### src/design/brs_pkg.sv
`timescale 1ns / 1ps
// shared types and constants for the balance robot supervisor
// used by brs_ctrl, brs_datapath and the top level; no dependencies
package brs_pkg;

  // supervisor modes
  localparam logic [2:0] MODE_WAIT    = 3'd0;
  localparam logic [2:0] MODE_CALIB   = 3'd1;
  localparam logic [2:0] MODE_READY   = 3'd2;
  localparam logic [2:0] MODE_BALANCE = 3'd3;
  localparam logic [2:0] MODE_FALLEN  = 3'd4;

  // pid commands
  localparam logic [1:0] PCMD_NONE = 2'd0;
  localparam logic [1:0] PCMD_RUN  = 2'd1;
  localparam logic [1:0] PCMD_OFF  = 2'd2;

  // configuration register indexes
  localparam logic [1:0] CFG_TILT_LIMIT    = 2'd0;
  localparam logic [1:0] CFG_CALIB_TIMEOUT = 2'd1;
  localparam logic [1:0] CFG_MISSING_LIMIT = 2'd2;
  localparam logic [1:0] CFG_TICK_MS       = 2'd3;

  // configuration reset values
  localparam logic [14:0] TILT_LIMIT_RST    = 15'd7680;
  localparam logic [15:0] CALIB_TIMEOUT_RST = 16'd10000;
  localparam logic [7:0]  MISSING_LIMIT_RST = 8'd10;
  localparam logic [7:0]  TICK_MS_RST       = 8'd4;

  // beep phases and lengths
  localparam logic [3:0] PHASE_CALIB_END = 4'd5;
  localparam logic [3:0] PHASE_ERROR     = 4'd10;
  localparam logic [7:0] BEEP_LONG       = 8'd100;
  localparam logic [7:0] BEEP_SHORT      = 8'd50;

  // timing in ms
  localparam int CALIB_BEEP_GAP = 400;
  localparam int READY_GAP_1    = 200;
  localparam int READY_GAP_2    = 500;
  localparam logic [10:0] PAT_PERIOD = 11'd1000;
  localparam logic [9:0]  PAT_BEEP_0 = 10'd0;
  localparam logic [9:0]  PAT_BEEP_1 = 10'd100;
  localparam logic [9:0]  PAT_BEEP_2 = 10'd200;

  // motor mapping: x = 5500*256*256 / (|p| + 9*256), speed = 400 - (405*256 - x)/256
  localparam int DIV_BITS  = 29;
  localparam int DIV_CNT_W = $clog2(DIV_BITS);
  localparam logic [DIV_BITS-1:0] MAP_NUMER  = 29'd360448000;
  localparam logic [23:0]         MAP_OFFSET = 24'd2304;
  localparam logic signed [18:0]  MAP_BASE   = 19'sd103680;
  localparam logic signed [11:0]  SPEED_TOP  = 12'sd400;

  // stream widths
  localparam int IN_W  = 48;
  localparam int OUT_W = 32;
  localparam int CFG_W = 16;

  // controller to datapath
  typedef struct packed {
    logic load;    // latch input beat, advance clocks, seed divider
    logic step;    // one divider iteration
    logic commit;  // update supervisor state and load result register
  } cmd_t;

  // datapath to controller
  typedef struct packed {
    logic out_free;  // result register empty or being taken this cycle
  } stat_t;

endpackage

### src/design/brs_ctrl.sv
`timescale 1ns / 1ps
// sequencing controller: accept, run the divider, commit the tick
// depends on brs_pkg
module brs_ctrl (
  input  logic           clk,
  input  logic           rst,
  input  logic           s_tvalid,
  output logic           s_tready,
  input  brs_pkg::stat_t stat,
  output brs_pkg::cmd_t  cmd
);

  localparam logic [1:0] ST_IDLE = 2'd0;
  localparam logic [1:0] ST_DIV  = 2'd1;
  localparam logic [1:0] ST_DONE = 2'd2;

  logic [1:0]                    state, state_next;
  logic [brs_pkg::DIV_CNT_W-1:0] cnt, cnt_next;
  logic                          last_step;

  assign last_step = (cnt == brs_pkg::DIV_CNT_W'(brs_pkg::DIV_BITS - 1));

  // next state and commands
  always_comb begin
    state_next = state;
    cnt_next   = cnt;
    cmd        = '0;
    s_tready   = 1'b0;
    case (state)
      ST_IDLE: begin
        s_tready = 1'b1;
        if (s_tvalid) begin
          cmd.load   = 1'b1;
          cnt_next   = '0;
          state_next = ST_DIV;
        end
      end
      ST_DIV: begin
        cmd.step = 1'b1;
        cnt_next = cnt + 1'b1;
        if (last_step) begin
          state_next = ST_DONE;
        end
      end
      ST_DONE: begin
        if (stat.out_free) begin
          cmd.commit = 1'b1;
          state_next = ST_IDLE;
        end
      end
      default: begin
        state_next = ST_IDLE;
      end
    endcase
  end

  // state registers
  always_ff @(posedge clk) begin
    if (rst) begin
      state <= ST_IDLE;
      cnt   <= '0;
    end else begin
      state <= state_next;
      cnt   <= cnt_next;
    end
  end

endmodule

### src/design/brs_datapath.sv
`timescale 1ns / 1ps
// supervisor datapath: config registers, timers, mode logic, serial divider
// for the motor mapping and the result register; depends on brs_pkg
module brs_datapath #(
  parameter int TIME_BITS = 32
) (
  input  logic                     clk,
  input  logic                     rst,
  input  brs_pkg::cmd_t            cmd,
  output brs_pkg::stat_t           stat,
  input  logic [brs_pkg::IN_W-1:0] in_data,
  input  logic                     cfg_we,
  input  logic [1:0]               cfg_addr,
  input  logic [brs_pkg::CFG_W-1:0] cfg_data,
  output logic                     m_tvalid,
  input  logic                     m_tready,
  output logic [brs_pkg::OUT_W-1:0] m_tdata
);

  // configuration
  logic [14:0] tilt_limit;
  logic [15:0] calib_limit;
  logic [7:0]  missing_limit;
  logic [7:0]  tick_ms;

  // supervisor state
  logic [2:0]           current_mode;
  logic [TIME_BITS-1:0] clock_ms, mode_start_ms, beep_mark_ms;
  logic [3:0]           beep_phase;
  logic [7:0]           missed_count;
  logic [9:0]           error_pattern_ms;

  // latched input beat
  logic               got, btn, busy;
  logic signed [15:0] tilt;
  logic signed [23:0] pid;

  // divider
  logic [brs_pkg::DIV_BITS-1:0] quo;
  logic [23:0]                  rem, divisor;
  logic [24:0]                  rem_sh;
  logic                         rem_ge;

  // result register fields
  logic [2:0]         o_mode;
  logic               o_mw, o_beep, o_cb, o_cc;
  logic signed [10:0] o_speed;
  logic [1:0]         o_pcmd;
  logic [7:0]         o_blen;

  // commit values
  logic [2:0]           mode_n;
  logic [TIME_BITS-1:0] start_n, mark_n;
  logic [3:0]           phase_n;
  logic [7:0]           miss_n;
  logic [9:0]           pat_n;
  logic                 mw_n, beep_n, cb_n, cc_n;
  logic signed [10:0]   speed_n;
  logic [1:0]           pcmd_n;
  logic [7:0]           blen_n;

  logic [TIME_BITS-1:0] since_mark, since_start;
  logic [10:0]          pat_sum;
  logic signed [16:0]   tilt_x, lim_x;
  logic                 tilt_out;
  logic signed [18:0]   map_c;
  logic [18:0]          map_cmag;
  logic signed [11:0]   map_ci, map_sp;
  logic signed [10:0]   map_speed;

  assign stat.out_free = !m_tvalid || m_tready;

  // configuration writes
  always_ff @(posedge clk) begin
    if (rst) begin
      tilt_limit    <= brs_pkg::TILT_LIMIT_RST;
      calib_limit   <= brs_pkg::CALIB_TIMEOUT_RST;
      missing_limit <= brs_pkg::MISSING_LIMIT_RST;
      tick_ms       <= brs_pkg::TICK_MS_RST;
    end else if (cfg_we) begin
      case (cfg_addr)
        brs_pkg::CFG_TILT_LIMIT:    tilt_limit    <= cfg_data[14:0];
        brs_pkg::CFG_CALIB_TIMEOUT: calib_limit   <= cfg_data;
        brs_pkg::CFG_MISSING_LIMIT: missing_limit <= cfg_data[7:0];
        brs_pkg::CFG_TICK_MS:       tick_ms       <= cfg_data[7:0];
        default: ;
      endcase
    end
  end

  // divider step: shift in one dividend bit, subtract when it fits
  assign rem_sh  = {rem, quo[brs_pkg::DIV_BITS-1]};
  assign rem_ge  = rem_sh >= {1'b0, divisor};

  // motor mapping from the quotient, truncating toward zero
  assign map_c     = brs_pkg::MAP_BASE - $signed({1'b0, quo[17:0]});
  assign map_cmag  = map_c[18] ? 19'(-map_c) : 19'(map_c);
  assign map_ci    = map_c[18] ? -$signed({1'b0, map_cmag[18:8]})
                               : $signed({1'b0, map_cmag[18:8]});
  assign map_sp    = brs_pkg::SPEED_TOP - map_ci;
  assign map_speed = (pid == '0) ? 11'sd0 :
                     pid[23] ? 11'(-map_sp) : 11'(map_sp);

  // pattern counter advance, wraps at 1000
  assign pat_sum = {1'b0, error_pattern_ms} + {3'b000, tick_ms};

  // tilt check against the signed limit
  assign tilt_x   = {tilt[15], tilt};
  assign lim_x    = $signed({2'b00, tilt_limit});
  assign tilt_out = (tilt_x > lim_x) || (tilt_x < -lim_x);

  assign since_mark  = clock_ms - beep_mark_ms;
  assign since_start = clock_ms - mode_start_ms;

  // supervisor decision for the current tick
  always_comb begin
    mode_n  = current_mode;
    start_n = mode_start_ms;
    mark_n  = beep_mark_ms;
    phase_n = beep_phase;
    miss_n  = missed_count;
    pat_n   = error_pattern_ms;
    mw_n    = 1'b0;
    speed_n = 11'sd0;
    pcmd_n  = brs_pkg::PCMD_NONE;
    beep_n  = 1'b0;
    blen_n  = 8'd0;
    cb_n    = 1'b0;
    cc_n    = 1'b0;

    // missed samples
    if (!got) begin
      if (miss_n != 8'hFF) begin
        miss_n = miss_n + 8'd1;
      end
      if (miss_n >= missing_limit && mode_n != brs_pkg::MODE_FALLEN) begin
        mw_n    = 1'b1;
        pcmd_n  = brs_pkg::PCMD_OFF;
        mode_n  = brs_pkg::MODE_FALLEN;
        phase_n = 4'd0;
      end
    end else begin
      miss_n = 8'd0;
    end

    case (mode_n)
      brs_pkg::MODE_WAIT: begin
        if (phase_n == 4'd0) begin
          beep_n  = 1'b1;
          blen_n  = brs_pkg::BEEP_LONG;
          phase_n = 4'd1;
        end
        if (btn) begin
          mode_n  = brs_pkg::MODE_CALIB;
          start_n = clock_ms;
          phase_n = 4'd0;
          mark_n  = clock_ms - TIME_BITS'(brs_pkg::CALIB_BEEP_GAP);
          cb_n    = 1'b1;
        end
      end
      brs_pkg::MODE_CALIB: begin
        if (phase_n < brs_pkg::PHASE_CALIB_END &&
            since_mark >= TIME_BITS'(brs_pkg::CALIB_BEEP_GAP)) begin
          beep_n  = 1'b1;
          blen_n  = brs_pkg::BEEP_LONG;
          mark_n  = clock_ms;
          phase_n = phase_n + 4'd1;
        end
        if (btn) begin
          mode_n  = brs_pkg::MODE_WAIT;
          phase_n = 4'd0;
          miss_n  = 8'd0;
        end else if (!busy) begin
          cc_n    = 1'b1;
          mode_n  = brs_pkg::MODE_READY;
          phase_n = 4'd0;
          mark_n  = clock_ms;
        end else if (since_start > TIME_BITS'(calib_limit)) begin
          mode_n  = brs_pkg::MODE_FALLEN;
          phase_n = brs_pkg::PHASE_ERROR;
          mark_n  = clock_ms;
          pat_n   = 10'd0;
        end
      end
      brs_pkg::MODE_READY: begin
        if (phase_n == 4'd0) begin
          beep_n  = 1'b1;
          blen_n  = brs_pkg::BEEP_LONG;
          mark_n  = clock_ms;
          phase_n = 4'd1;
        end else if (phase_n == 4'd1 &&
                     since_mark >= TIME_BITS'(brs_pkg::READY_GAP_1)) begin
          beep_n  = 1'b1;
          blen_n  = brs_pkg::BEEP_LONG;
          mark_n  = clock_ms;
          phase_n = 4'd2;
        end else if (phase_n == 4'd2 &&
                     since_mark >= TIME_BITS'(brs_pkg::READY_GAP_2)) begin
          mode_n = brs_pkg::MODE_BALANCE;
        end
      end
      brs_pkg::MODE_BALANCE: begin
        if (got) begin
          mw_n = 1'b1;
          if (tilt_out) begin
            pcmd_n  = brs_pkg::PCMD_OFF;
            mode_n  = brs_pkg::MODE_FALLEN;
            phase_n = 4'd0;
          end else begin
            pcmd_n  = brs_pkg::PCMD_RUN;
            speed_n = map_speed;
          end
        end
      end
      default: begin
        if (phase_n == brs_pkg::PHASE_ERROR &&
            (pat_n == brs_pkg::PAT_BEEP_0 || pat_n == brs_pkg::PAT_BEEP_1 ||
             pat_n == brs_pkg::PAT_BEEP_2)) begin
          beep_n = 1'b1;
          blen_n = brs_pkg::BEEP_SHORT;
        end
        if (btn) begin
          mode_n  = brs_pkg::MODE_WAIT;
          phase_n = 4'd0;
          miss_n  = 8'd0;
        end
      end
    endcase
  end

  // supervisor state: clocks advance at accept, the rest at commit
  always_ff @(posedge clk) begin
    if (rst) begin
      current_mode     <= brs_pkg::MODE_WAIT;
      clock_ms         <= '0;
      mode_start_ms    <= '0;
      beep_mark_ms     <= '0;
      beep_phase       <= 4'd0;
      missed_count     <= 8'd0;
      error_pattern_ms <= 10'd0;
    end else if (cmd.load) begin
      clock_ms <= clock_ms + TIME_BITS'(tick_ms);
      if (pat_sum >= brs_pkg::PAT_PERIOD) begin
        error_pattern_ms <= 10'(pat_sum - brs_pkg::PAT_PERIOD);
      end else begin
        error_pattern_ms <= pat_sum[9:0];
      end
    end else if (cmd.commit) begin
      current_mode     <= mode_n;
      mode_start_ms    <= start_n;
      beep_mark_ms     <= mark_n;
      beep_phase       <= phase_n;
      missed_count     <= miss_n;
      error_pattern_ms <= pat_n;
    end
  end

  // input latch and divider
  always_ff @(posedge clk) begin
    if (cmd.load) begin
      got     <= in_data[0];
      btn     <= in_data[1];
      busy    <= in_data[2];
      tilt    <= $signed(in_data[18:3]);
      pid     <= $signed(in_data[42:19]);
      divisor <= (in_data[42] ? 24'(-in_data[42:19]) : in_data[42:19])
                 + brs_pkg::MAP_OFFSET;
      rem     <= '0;
      quo     <= brs_pkg::MAP_NUMER;
    end else if (cmd.step) begin
      rem <= rem_ge ? 24'(rem_sh - {1'b0, divisor}) : rem_sh[23:0];
      quo <= {quo[brs_pkg::DIV_BITS-2:0], rem_ge};
    end
  end

  // result register
  always_ff @(posedge clk) begin
    if (rst) begin
      m_tvalid <= 1'b0;
    end else if (cmd.commit) begin
      m_tvalid <= 1'b1;
    end else if (m_tready) begin
      m_tvalid <= 1'b0;
    end
  end

  always_ff @(posedge clk) begin
    if (cmd.commit) begin
      o_mode  <= mode_n;
      o_mw    <= mw_n;
      o_speed <= speed_n;
      o_pcmd  <= pcmd_n;
      o_beep  <= beep_n;
      o_blen  <= blen_n;
      o_cb    <= cb_n;
      o_cc    <= cc_n;
    end
  end

  assign m_tdata = {4'b0000, o_cc, o_cb, o_blen, o_beep, o_pcmd, o_speed, o_mw, o_mode};

  // pattern counter stays inside its period
  a_pat_range: assert property (@(posedge clk) disable iff (rst)
    error_pattern_ms < 10'd1000)
    else $error("pattern counter out of range");

  // a result is only loaded when the register is free
  a_commit_free: assert property (@(posedge clk) disable iff (rst)
    cmd.commit |-> (!m_tvalid || m_tready))
    else $error("result overwritten");

  // nonzero speed only comes with a pid run command
  a_speed_run: assert property (@(posedge clk) disable iff (rst)
    (m_tvalid && o_speed != 11'sd0) |-> (o_mw && o_pcmd == brs_pkg::PCMD_RUN))
    else $error("speed without pid run");

  // a beep length goes only with a beep request
  a_beep_len: assert property (@(posedge clk) disable iff (rst)
    m_tvalid |-> (o_beep == (o_blen != 8'd0)))
    else $error("beep length mismatch");

  // input latch, divider step and commit never coincide
  a_cmd_excl: assert property (@(posedge clk) disable iff (rst)
    $countones({cmd.load, cmd.step, cmd.commit}) <= 1)
    else $error("overlapping commands");

endmodule

### src/design/balance_robot_supervisor.sv
`timescale 1ns / 1ps
// balance robot supervisor top level: streaming ports, config port
// depends on brs_pkg, brs_ctrl and brs_datapath
//
// Usage:
//   One input beat is one control tick. The beat carries the sample flag,
//   button event, calibration busy flag, tilt angle and pid output. Each
//   tick yields exactly one result beat with the mode after the tick, motor
//   and pid commands, buzzer request and calibration strobes.
//   A 29-step restoring divider for the motor speed mapping runs after the
//   input beat is taken; the tick then commits to the output register.
//   One tick is in flight at a time: no beat is accepted before the commit.
//   A finished result waits in an output register; if the receiver stalls,
//   the next tick is still accepted and computed, then holds until the
//   register is taken.
//   Config registers (tilt limit, calibration timeout, missing limit, tick
//   length) are written through cfg_we/cfg_addr/cfg_data at any edge and
//   are meant to change only while the block is idle.
//   Reset (rst, synchronous) puts the supervisor in wait mode, clears the
//   clock, timers and counters, restores register defaults, drops m_tvalid.
module balance_robot_supervisor #(
  parameter int TIME_BITS = 32
) (
  input  logic                      clk,
  input  logic                      rst,
  // sample_valid, button_pressed, calib_busy, tilt_angle[15:0], pid_result[23:0]
  input  logic [brs_pkg::IN_W-1:0]  s_tdata,
  input  logic                      s_tvalid,
  output logic                      s_tready,
  // mode[2:0], motor_write, motor_speed[10:0], pid_command[1:0], beep_request,
  // beep_length[7:0], calib_begin, calib_commit
  output logic [brs_pkg::OUT_W-1:0] m_tdata,
  output logic                      m_tvalid,
  input  logic                      m_tready,
  input  logic                      cfg_we,
  input  logic [1:0]                cfg_addr,
  input  logic [brs_pkg::CFG_W-1:0] cfg_data
);

  brs_pkg::cmd_t  cmd;
  brs_pkg::stat_t stat;

  // sequencing
  brs_ctrl u_ctrl (
    .clk      (clk),
    .rst      (rst),
    .s_tvalid (s_tvalid),
    .s_tready (s_tready),
    .stat     (stat),
    .cmd      (cmd)
  );

  // supervisor datapath
  brs_datapath #(
    .TIME_BITS (TIME_BITS)
  ) u_datapath (
    .clk      (clk),
    .rst      (rst),
    .cmd      (cmd),
    .stat     (stat),
    .in_data  (s_tdata),
    .cfg_we   (cfg_we),
    .cfg_addr (cfg_addr),
    .cfg_data (cfg_data),
    .m_tvalid (m_tvalid),
    .m_tready (m_tready),
    .m_tdata  (m_tdata)
  );

endmodule

### config.mk
export PLATFORM = sky130hd
export DESIGN_NAME = balance_robot_supervisor
export DESIGN_NICKNAME = d
export VERILOG_FILES = /design/src/design/brs_pkg.sv /design/src/design/brs_ctrl.sv /design/src/design/brs_datapath.sv /design/src/design/balance_robot_supervisor.sv
export SDC_FILE = /design/constraint.sdc
export NUM_CORES = 1
export LEC_CHECK = 0
export BUFFER_PORTS_ARGS = -buffer_cell sky130_fd_sc_hd__buf_2
export CORE_UTILIZATION = 30
export CTS_CLUSTER_DIAMETER = 120
export DETAILED_ROUTE_END_ITERATION = 10
export GPL_TIMING_DRIVEN = 0
export PLACE_DENSITY_LB_ADDON = 0.2
export SYNTH_ARGS = -nofsm -noshare
export SYNTH_HDL_FRONTEND = slang
export SYNTH_SLANG_ARGS = --single-unit
### constraint.sdc
create_clock -name clk -period 6.2 [get_ports clk]
set_clock_uncertainty 0.1 [all_clocks]
set_input_delay 0.31 -clock clk [delete_from_list [all_inputs] [get_ports clk]]
set_output_delay 0.31 -clock clk [all_outputs]
set_load 0.01 [all_outputs]
==> results.tsv, run 1 <==
stage	metric	value	unit
worst_setup_path	Crit Path Category	flop to flop	
timing	Fmax	166	MHz
logic_synthesis	most frequent cell after synthesis	nand2_1	
cells_and_area	final net count	3339	
power	combinational power share	29.9	%
global_route	met1 Track Usage GR	23.6	%
floorplanning	die area	0.0779	sq mm
logic_synthesis	post-synth top area cell	dfxtp_1	
placed_design	PortBufs	90	
worst_setup_path	Register-to-Register Path Depth	32	
timing	RSZ-0062 raised after global routing	yes	
timing	final setup margin	0.180	ns
floorplanning	Core ar.	0.0759	sq mm
clock_network	CTS sink count	317	
global_route	Congestion Overflow GR	0	
power	Peak VDD IR	0.241	mV
power	Static Leak	10.9	nW
power	Net Switching	2.21	mW
run	max-cap viol count	0	
floorplanning	# IOs	105	
floorplanning	row cnt	101	
timing	actual slew at the worst max-slew pin	1.24	ns
placed_design	Final GP Congestion	0.892	
global_route	vias in the first global route	20200	
outcome	status	finished clean	
clock_network	clock-pin slew on the worst setup and hold paths	0.06	ns
logic_synthesis	number of synthesized flops with an enable pin	88	
logic_synthesis	Distinct cells, synth	107	
global_route	M2 GR Usage	29.2	%
detailed_routing	DRC viols	0	
floorplanning	die width	279	microns
detailed_routing	ANT nets after route	0	
power	internal power	4.41	mW
logic_synthesis	top cell type's share of synthesized area	19.9	%
timing	fin crit period	6.02	ns
detailed_routing	WL final	69.3	mm
global_route	M3 GR Usage	2.10	%
detailed_routing	initial DRC count	1084	
logic_synthesis	Post-synth top cells	nand2_1, a21oi_1, dfxtp_1, nor2_1, inv_1	
global_route	initial antenna violation count	0	
logic_synthesis	Synth area leaders	dfxtp_1, edfxtp_1, ha_1	
global_route	All-Layer GR Usage	17.5	%
worst_setup_path	Startpoint Class	flop	
logic_synthesis	Yosys warnings	0	
worst_setup_path	Worst Path Arrival	6.33	ns
cells_and_area	final instance area	0.0273	sq mm
timing	final max-slew violation count	0	
clock_network	CTS tree	done	
global_route	gr busiest metal	met2	
detailed_routing	wire length per cell	16.7	microns
power	Sequential Power Share	35.8	%
worst_setup_path	crit-path most repeated cell	a21oi_2	
timing	final setup fails	0	
power	switch share	33.4	%
timing	Fin Setup TNS	0	ns
global_route	global-route wire length before repair	110	mm
worst_hold_path	Hold WC Path Type	input port to flop	
power	Pwr per Cell Area	242	mW/mm^2
placed_design	worst slack at placement	-1.40	ns
logic_synthesis	post-synthesis sequential area ratio	31.4	%
worst_hold_path	Hold Crit Depth	4	
worst_setup_path	CP endpoint kind	flop	
worst_setup_path	setup slack, reg-to-reg	0.18	ns
floorplanning	Starting Density	30.3	%
placed_design	# placed instances	3992	
placed_design	placed inst area	0.0248	sq mm
timing	Final period util	97.1	%
worst_setup_path	Slowest Stage Delay on Critical Path	0.50	ns
cells_and_area	ant diodes	0	
clock_network	clock root cell	clkbuf_16	
clock_network	Num CTS Buffers	38	
cells_and_area	Area Growth Syn to Fin	18.4	%
detailed_routing	TritonRoute pass-1 iters	5	
logic_synthesis	Mapped Cells	2865	
worst_setup_path	cell at the slowest stage of the critical path	a2111o_1	
detailed_routing	Vias	21100	
logic_synthesis	Post-synth top flop	dfxtp_1	
worst_setup_path	worst endpoint required time	6.51	ns
cells_and_area	final std cells w/o fill	4148	
clock_network	H-tree depth	2	
logic_synthesis	post-synthesis register bit count	317	
logic_synthesis	fraction of registers with async set/reset	0	%
clock_network	latest clock arrival within the worst-skew pair	0.59	ns
timing	worst hold slack	0.126	ns
cells_and_area	share of post-route cells with drive strength above 1	10.1	%
global_route	largest net degree at the start of global routing	57	
clock_network	clock buffer depth	3	
power	Clock Power Share	34.2	%
floorplanning	chip height	279	microns
detailed_routing	vias per cell	5.08	
timing	Slew headroom	17.1	%
timing	final hold viol count	0	
placed_design	post-DP HPWL	52.9	mm
logic_synthesis	synthesized area per cell	8.04	sq um
worst_setup_path	Worst Path Max Fanout	7	
logic_synthesis	post-synthesis cell area	0.0230	sq mm
timing repair:
action	in CTS	in global routing
hold endpoints to repair	97	0
gates resized for setup	47	36
hold buffers	61	0
buffers inserted	16	7
endpoints found under the setup margin	51	45
pin swaps	24	30
cloned	2	1
power by group through the flow:
stage / Clock (mW) / Combinational (mW) / Sequential, mW
2_1_floorplan: 0 / 1.47 / 2.38
3_3_place_gp: 0 / 1.90 / 2.42
3_5_place_dp: 0 / 1.90 / 2.41
4_1_cts: 2.34 / 1.98 / 2.37
5_1_grt: 2.42 / 2.22 / 2.39
6_report: 2.26 / 1.98 / 2.37
path summary, 6_finish.rpt:
path                                                  start                                   endpoint
setup / recovery        u_datapath.clock_ms[0]$_SDFFE_PP0P_   u_datapath.beep_mark_ms[11]$_SDFFE_PP0P_
hold / removal                                       cfg_we    u_datapath.calib_limit[15]$_SDFFE_PP0P_
setup reg to reg        u_datapath.clock_ms[0]$_SDFFE_PP0P_   u_datapath.beep_mark_ms[11]$_SDFFE_PP0P_
hold reg to reg   u_datapath.mode_start_ms[29]$_SDFFE_PP0P_  u_datapath.mode_start_ms[29]$_SDFFE_PP0P_
cell type report:
| cell class | count | area, sq um |
|---|---|---|
| Buffer | 148 | 722 |
| Clock buffer | 50 | 1060 |
| Clock inverter | 19 | 199 |
| Fill cell | 7943 | 48700 |
| Inverter | 211 | 795 |
| Multi-Input combinational cell | 2195 | 14700 |
| Sequential cell | 317 | 7240 |
| Tap cell | 1030 | 1290 |
| Timing Repair Buffer | 178 | 1340 |
sequential cells by signal, indices dropped and copies added (netlist names), 10 cells and up:
signal                       cells
u_datapath.beep_mark_ms         32
u_datapath.calib_limit          16
u_datapath.clock_ms             32
u_datapath.divisor              24
u_datapath.error_pattern_ms     10
u_datapath.mode_start_ms        32
u_datapath.o_speed              11
u_datapath.pid                  23
u_datapath.quo                  29
u_datapath.rem                  24
u_datapath.tilt                 16
u_datapath.tilt_limit           15
layer usage:
metal	routed length, microns	part of all wire, %
met3	2800	4.0
met2	31900	46
met5	0	0
met4	1600	2.3
met1	33000	48
per-stage QoR:
| stage | power (mW) | util (%) |
|---|---|---|
| floorplan | 3.85 | - |
| global placement | 4.32 | 32.7 |
| detailed placement | 4.32 | 32.7 |
| CTS | 6.69 | 35.6 |
| global route | 7.02 | 35.9 |
| finish | 6.62 | 35.9 |
worst max-delay path: cells and delay by family (launching register included):
family	cells	cell delay (ns)
and+or+nand+nor	7	1.02
buffers and inverters	5	0.53
adders and majority gates	3	0.77
AOI/OAI and AO/OA	16	2.96
xor gates and xnor gates	1	0.08
DFF	1	0.35
layout by cell type, fill, tap and decap left out, types with 31 or more instances in the layout:
cell type / n
nand2_1: 353
buf_4: 35
ha_1: 173
buf_2: 98
nor3_1: 58
nand3_1: 64
dlygate4sd3_1: 61
dfxtp_1: 226
o21a_1: 49
a21oi_1: 235
nand4_1: 33
nand2b_1: 31
xor2_1: 61
clkbuf_16: 39
edfxtp_1: 88
inv_1: 207
mux2i_1: 32
a21o_1: 66
nor2b_1: 35
o21ai_0: 143
xnor2_1: 104
nor2_1: 211
or3_1: 31
clkbuf_1: 113
cell families (layout without fill, tap and decap cells):
kind of cell,Yosys count,in the layout,synth area share (%)
XOR/XNOR,168,168,6.48
AO/OA/AOI/OAI,830,830,23.9
adder cells (fa/ha/maj),180,180,9.93
AND/OR/NAND/NOR,975,975,20.4
other,1,7,0.0163
buffers and inverters,359,606,6.35
multiplexers,35,35,1.54
flip-flops,317,317,31.4
(Power assumes the default switching activity.)
==> inputs of run 2 (changes only) <==
clock period = 6 ns   (was 6.2 ns; I/O delays follow)
==> results.tsv, run 2 (synthesis results as in run 1) <==
stage	metric	value	unit
outcome	status	finished with violations	
outcome	failing checks	setup timing	
floorplanning	Core ar.	0.0759	sq mm
worst_setup_path	Worst Path Arrival	6.40	ns
worst_setup_path	cell at the slowest stage of the critical path	a2111o_1	
detailed_routing	vias per cell	5.04	
detailed_routing	ANT nets after route	0	
timing	final setup fails	2	
worst_setup_path	Slowest Stage Delay on Critical Path	0.50	ns
floorplanning	die width	279	microns
floorplanning	chip height	279	microns
detailed_routing	initial DRC count	1107	
timing	RSZ-0062 raised after global routing	yes	
cells_and_area	commonest non-fill, non-tap cells in the layout	nand2_1, a21oi_1, dfxtp_1, nor2_1, inv_1	
cells_and_area	Area Growth Syn to Fin	18.7	%
cells_and_area	fin util	36.0	%
power	Static Leak	10.9	nW
placed_design	post-DP HPWL	52.9	mm
global_route	Congestion Overflow GR	0	
floorplanning	die area	0.0779	sq mm
detailed_routing	Vias	20900	
floorplanning	# IOs	105	
clock_network	clock root cell	clkbuf_16	
worst_setup_path	Crit Path Category	flop to flop	
floorplanning	Starting Density	30.3	%
detailed_routing	wire length per cell	16.7	microns
floorplanning	row cnt	101	
timing	Slew headroom	14.3	%
placed_design	Final GP Congestion	0.892	
clock_network	latest clock arrival within the worst-skew pair	0.59	ns
cells_and_area	final net count	3342	
worst_setup_path	crit-path most repeated cell	a21oi_2	
timing	actual slew at the worst max-slew pin	1.28	ns
timing	final hold viol count	0	
detailed_routing	metal3 WL	2.39	mm
run	max-cap viol count	0	
clock_network	CTS sink count	317	
detailed_routing	max layer used	met4	
global_route	All-Layer GR Usage	17.5	%
clock_network	Num CTS Buffers	38	
clock_network	clock buffer depth	3	
global_route	vias in the first global route	20200	
cells_and_area	ant diodes	0	
cells_and_area	share of post-route cells with drive strength above 1	10.5	%
power	total chip power	6.85	mW
worst_hold_path	Hold WC Path Type	input port to flop	
worst_setup_path	Worst Path Max Fanout	7	
detailed_routing	WL final	69.4	mm
detailed_routing	DRC viols	0	
timing	final setup margin	-0.00896	ns
power	Peak VDD IR	0.250	mV
clock_network	CTS tree	done	
worst_setup_path	Startpoint Class	flop	
global_route	largest net degree at the start of global routing	57	
timing	final max-slew violation count	0	
timing	Fmax	166	MHz
timing	Final period util	100	%
worst_setup_path	worst endpoint required time	6.39	ns
worst_setup_path	CP endpoint kind	flop	
global_route	initial antenna violation count	0	
detailed_routing	TritonRoute pass-1 iters	5	
placed_design	PortBufs	90	
cells_and_area	leading cell type in the layout, fill and taps excluded	nand2_1	
clock_network	H-tree depth	2	
clock_network	clock-pin slew on the worst setup and hold paths	0.07	ns
global_route	global-route wire length before repair	110	mm
power	Pwr per Cell Area	250	mW/mm^2
cells_and_area	Largest regs	u_datapath.beep_mark_ms: 32 flops, u_datapath.clock_ms: 32 flops, u_datapath.mode_start_ms: 32 flops	
timing	fin crit period	6.01	ns
detailed_routing	met2 WL post-DR	32.1	mm
detailed_routing	M1 WL	33.4	mm
-- run 2: changes by cell type in the layout (fill, tap and decap cells not counted), moves of 2 or more --
cell,delta
a211oi_2,-2
a221oi_2,-2
buf_4,+2
a21oi_2,+4
a31oi_1,+2
a21oi_1,-4
buf_6,+3
a221oi_1,+2
-- run 2: path summary, 6_finish.rpt --
check,cells past startpoint,startpoint,slack [ns],endpoint
worst min register to register,2,u_datapath.mode_start_ms[29]$_SDFFE_PP0P_,0.35,u_datapath.mode_start_ms[29]$_SDFFE_PP0P_
worst min-delay path,4,cfg_we,0.12,u_datapath.calib_limit[15]$_SDFFE_PP0P_
worst max-delay path,31,u_datapath.clock_ms[0]$_SDFFE_PP0P_,-0.009,u_datapath.beep_mark_ms[6]$_SDFFE_PP0P_
worst max register to register,31,u_datapath.clock_ms[0]$_SDFFE_PP0P_,-0.009,u_datapath.beep_mark_ms[6]$_SDFFE_PP0P_
-- run 2: metal layers --
layer | vias to the layer above | track usage [%]
li1 | 10700 | -
met1 | 9725 | 23.6
met2 | 375 | 29.1
met3 | 84 | 2.13
met4 | 0 | 4.96
met5 | - | 0
-- run 2: report_power, final --
group	internal, mW	leakage (nW)	switching [mW]
registers	2.34	2.71	0.107
clock network	1.34	0.607	1.00
logic	0.874	7.60	1.18
total	4.56	10.9	2.29
-- run 2: layout make-up --
cell class | count | area [sq um]
well taps | 1030 | 1290
flip-flops and latches | 317 | 7240
fillers | 7947 | 48600
clock buffers | 50 | 1060
repair buffers | 181 | 1370
plain buffers | 148 | 718
clock inverters | 19 | 199
multi-input cells | 2195 | 14700
inverters | 211 | 795
-- run 2: what timing repair did --
action,CTS,global route
gates cloned,2,1
buffers inserted,19,8
pin swaps,26,32
endpoints found under the setup margin,54,50
endpoints found under the hold margin,99,0
resized for setup,56,42
hold buffers,61,0
-- run 2: stage by stage --
| stage | setup WS [ns] | instances | setup TNS [ns] | instance area, sq um | hold WS, ns |
|---|---|---|---|---|---|
| after floorplan | 0.283 | 2871 | 0 | 23100 | 0.299 |
| after global placement | -1.65 | 3991 | -61.93 | 24800 | 0.340 |
| after detailed placement | -1.60 | 3992 | -61.75 | 24800 | 0.348 |
| after CTS | -0.227 | 4143 | -5.56 | 27100 | 0.0823 |
| after global routing | -0.336 | 4151 | -8.42 | 27400 | 0.141 |
| final | -0.00896 | 4151 | -0.0169 | 27400 | 0.118 |
-- run 2: critical path, delay by kind of cell, from the launching register on --
kind                       cells  cell delay, ns
AOI/OAI and AO/OA             16            3.22
and+or+nand+nor                7            0.96
adders and majority gates      3            0.77
buffers and inverters          4            0.41
DFF                            1            0.35
xor gates and xnor gates       1            0.08
==> inputs of run 3 (changes only) <==
BUFFER_PORTS_ARGS = -buffer_cell sky130_fd_sc_hd__buf_4   (was -buffer_cell sky130_fd_sc_hd__buf_2)
==> results.tsv, run 3 (synthesis results as in run 1) <==
stage	metric	value	unit
timing	final max-slew violation count	0	
outcome	failing checks	setup timing	
floorplanning	# IOs	105	
detailed_routing	vias per cell	5.06	
clock_network	CTS tree	done	
clock_network	clock root cell	clkbuf_16	
timing	final setup margin	-0.0222	ns
clock_network	clock buffer depth	3	
power	internal power	4.61	mW
global_route	All-Layer GR Usage	17.5	%
detailed_routing	wire length per cell	16.8	microns
clock_network	CTS sink count	317	
global_route	initial antenna violation count	0	
worst_setup_path	worst endpoint required time	6.36	ns
cells_and_area	leading cell type in the layout, fill and taps excluded	nand2_1	
timing	fin crit period	6.02	ns
worst_setup_path	Startpoint Class	flop	
detailed_routing	initial DRC count	1046	
cells_and_area	Largest regs	u_datapath.beep_mark_ms: 32 flops, u_datapath.clock_ms: 32 flops, u_datapath.mode_start_ms: 32 flops	
floorplanning	Core ar.	0.0759	sq mm
power	Static Leak	11.1	nW
placed_design	PortBufs	90	
placed_design	post-DP HPWL	52.6	mm
timing	RSZ-0062 raised after global routing	yes	
detailed_routing	Vias	21100	
worst_setup_path	crit-path most repeated cell	a21oi_2	
timing	worst hold slack	0.0484	ns
power	Clock Power Share	34.3	%
cells_and_area	Area Growth Syn to Fin	21.5	%
worst_setup_path	Slowest Stage Delay on Critical Path	0.46	ns
worst_setup_path	CP endpoint kind	flop	
floorplanning	chip height	279	microns
timing	final setup fails	1	
floorplanning	die area	0.0779	sq mm
timing	actual slew at the worst max-slew pin	1.25	ns
cells_and_area	share of post-route cells with drive strength above 1	11.9	%
clock_network	Num CTS Buffers	39	
power	Pwr per Cell Area	247	mW/mm^2
power	Net Switching	2.30	mW
clock_network	latest clock arrival within the worst-skew pair	0.59	ns
worst_hold_path	Hold WC Path Type	input port to flop	
global_route	vias in the first global route	19900	
detailed_routing	DRC viols	0	
detailed_routing	WL final	70.0	mm
placed_design	Final GP Congestion	0.896	
global_route	Congestion Overflow GR	0	
power	switch share	33.3	%
cells_and_area	commonest non-fill, non-tap cells in the layout	nand2_1, dfxtp_1, a21oi_1, nor2_1, inv_1	
timing	Fmax	166	MHz
clock_network	H-tree depth	2	
detailed_routing	ANT nets after route	0	
detailed_routing	TritonRoute pass-1 iters	5	
outcome	status	finished with violations	
clock_network	clock-pin slew on the worst setup and hold paths	0.06	ns
cells_and_area	ant diodes	0	
timing	final hold viol count	0	
worst_setup_path	Worst Path Arrival	6.38	ns
worst_setup_path	cell at the slowest stage of the critical path	a2111o_1	
timing	Slew headroom	15.6	%
global_route	largest net degree at the start of global routing	57	
global_route	global-route wire length before repair	110	mm
power	Sequential Power Share	35.5	%
worst_setup_path	Register-to-Register Path Depth	32	
worst_setup_path	Crit Path Category	flop to flop	
worst_setup_path	Worst Path Max Fanout	7	
floorplanning	die width	279	microns
power	Peak VDD IR	0.212	mV
power	combinational power share	30.2	%
floorplanning	Starting Density	30.3	%
cells_and_area	final net count	3357	
worst_hold_path	Hold Crit Depth	4	
run	max-cap viol count	0	
cells_and_area	Fillers	7914	
power	total chip power	6.91	mW
placed_design	worst slack at placement	-1.51	ns
timing	Final period util	100	%
floorplanning	row cnt	101	
-- run 3: what timing repair did --
| action | CTS | global route |
|---|---|---|
| gates resized for setup | 81 | 65 |
| gates cloned | 3 | 1 |
| endpoints found under the hold margin | 99 | 0 |
| hold buffers | 61 | 0 |
| buffers inserted | 23 | 18 |
| pin swaps | 29 | 36 |
| endpoints found under the setup margin | 54 | 51 |
-- run 3: power groups by stage --
stage | sequential, mW | clock, mW | combinational, mW
2_1_floorplan | 2.46 | 0 | 1.52
3_3_place_gp | 2.50 | 0 | 1.98
3_5_place_dp | 2.49 | 0 | 1.97
4_1_cts | 2.45 | 2.44 | 2.06
5_1_grt | 2.47 | 2.52 | 2.33
6_report | 2.45 | 2.37 | 2.09
-- run 3: per-stage QoR --
step                instances  util, %  setup TNS, ns  area, sq um
global placement         3991     33.0         -64.73        25000
finish                   4165     36.9        -0.0222        28000
global route             4165     36.9          -7.83        28000
detailed placement       3992     33.0         -57.57        25100
CTS                      4148     36.2          -3.35        27500
floorplan                2871        -              0        23100
-- run 3: layout make-up --
cell class                 instances  area [sq um]  area share (%)
clock inverter                    12           129           0.460
timing repair buffer             195          1780            6.34
sequential                       317          7240            25.9
clock buffer                      57          1130            4.05
buffer                           148           726            2.59
tap                             1030          1290            4.60
inverter                         211           795            2.84
multi-input combinational       2195         14900            53.3
-- run 3: worst max-delay path: cells and delay by family, from the launching register on --
family | cells | cell delay (ns)
adders and majority gates | 3 | 0.77
AOI/OAI and AO/OA | 16 | 3.19
buffers and inverters | 5 | 0.52
xor gates and xnor gates | 1 | 0.08
and+or+nand+nor | 7 | 0.87
DFF | 1 | 0.35
-- run 3: routing by layer --
metal	routed length, microns	GRT usage [%]	vias to the layer above	share of wire, %
met5	0	0	-	0
met4	1370	4.41	0	2.0
met2	32500	29.2	391	46
li1	-	-	10800	-
met1	33600	23.8	9863	48
met3	2510	2.01	77	3.6
-- run 3: final timing paths --
check,start,endpoint,slack [ns]
worst max-delay path,u_datapath.clock_ms[0]$_SDFFE_PP0P_,u_datapath.beep_mark_ms[6]$_SDFFE_PP0P_,-0.02
worst min register to register,u_datapath.mode_start_ms[26]$_SDFFE_PP0P_,u_datapath.mode_start_ms[26]$_SDFFE_PP0P_,0.35
worst max register to register,u_datapath.clock_ms[0]$_SDFFE_PP0P_,u_datapath.beep_mark_ms[6]$_SDFFE_PP0P_,-0.02
worst min-delay path,cfg_we,u_datapath.calib_limit[15]$_SDFFE_PP0P_,0.05
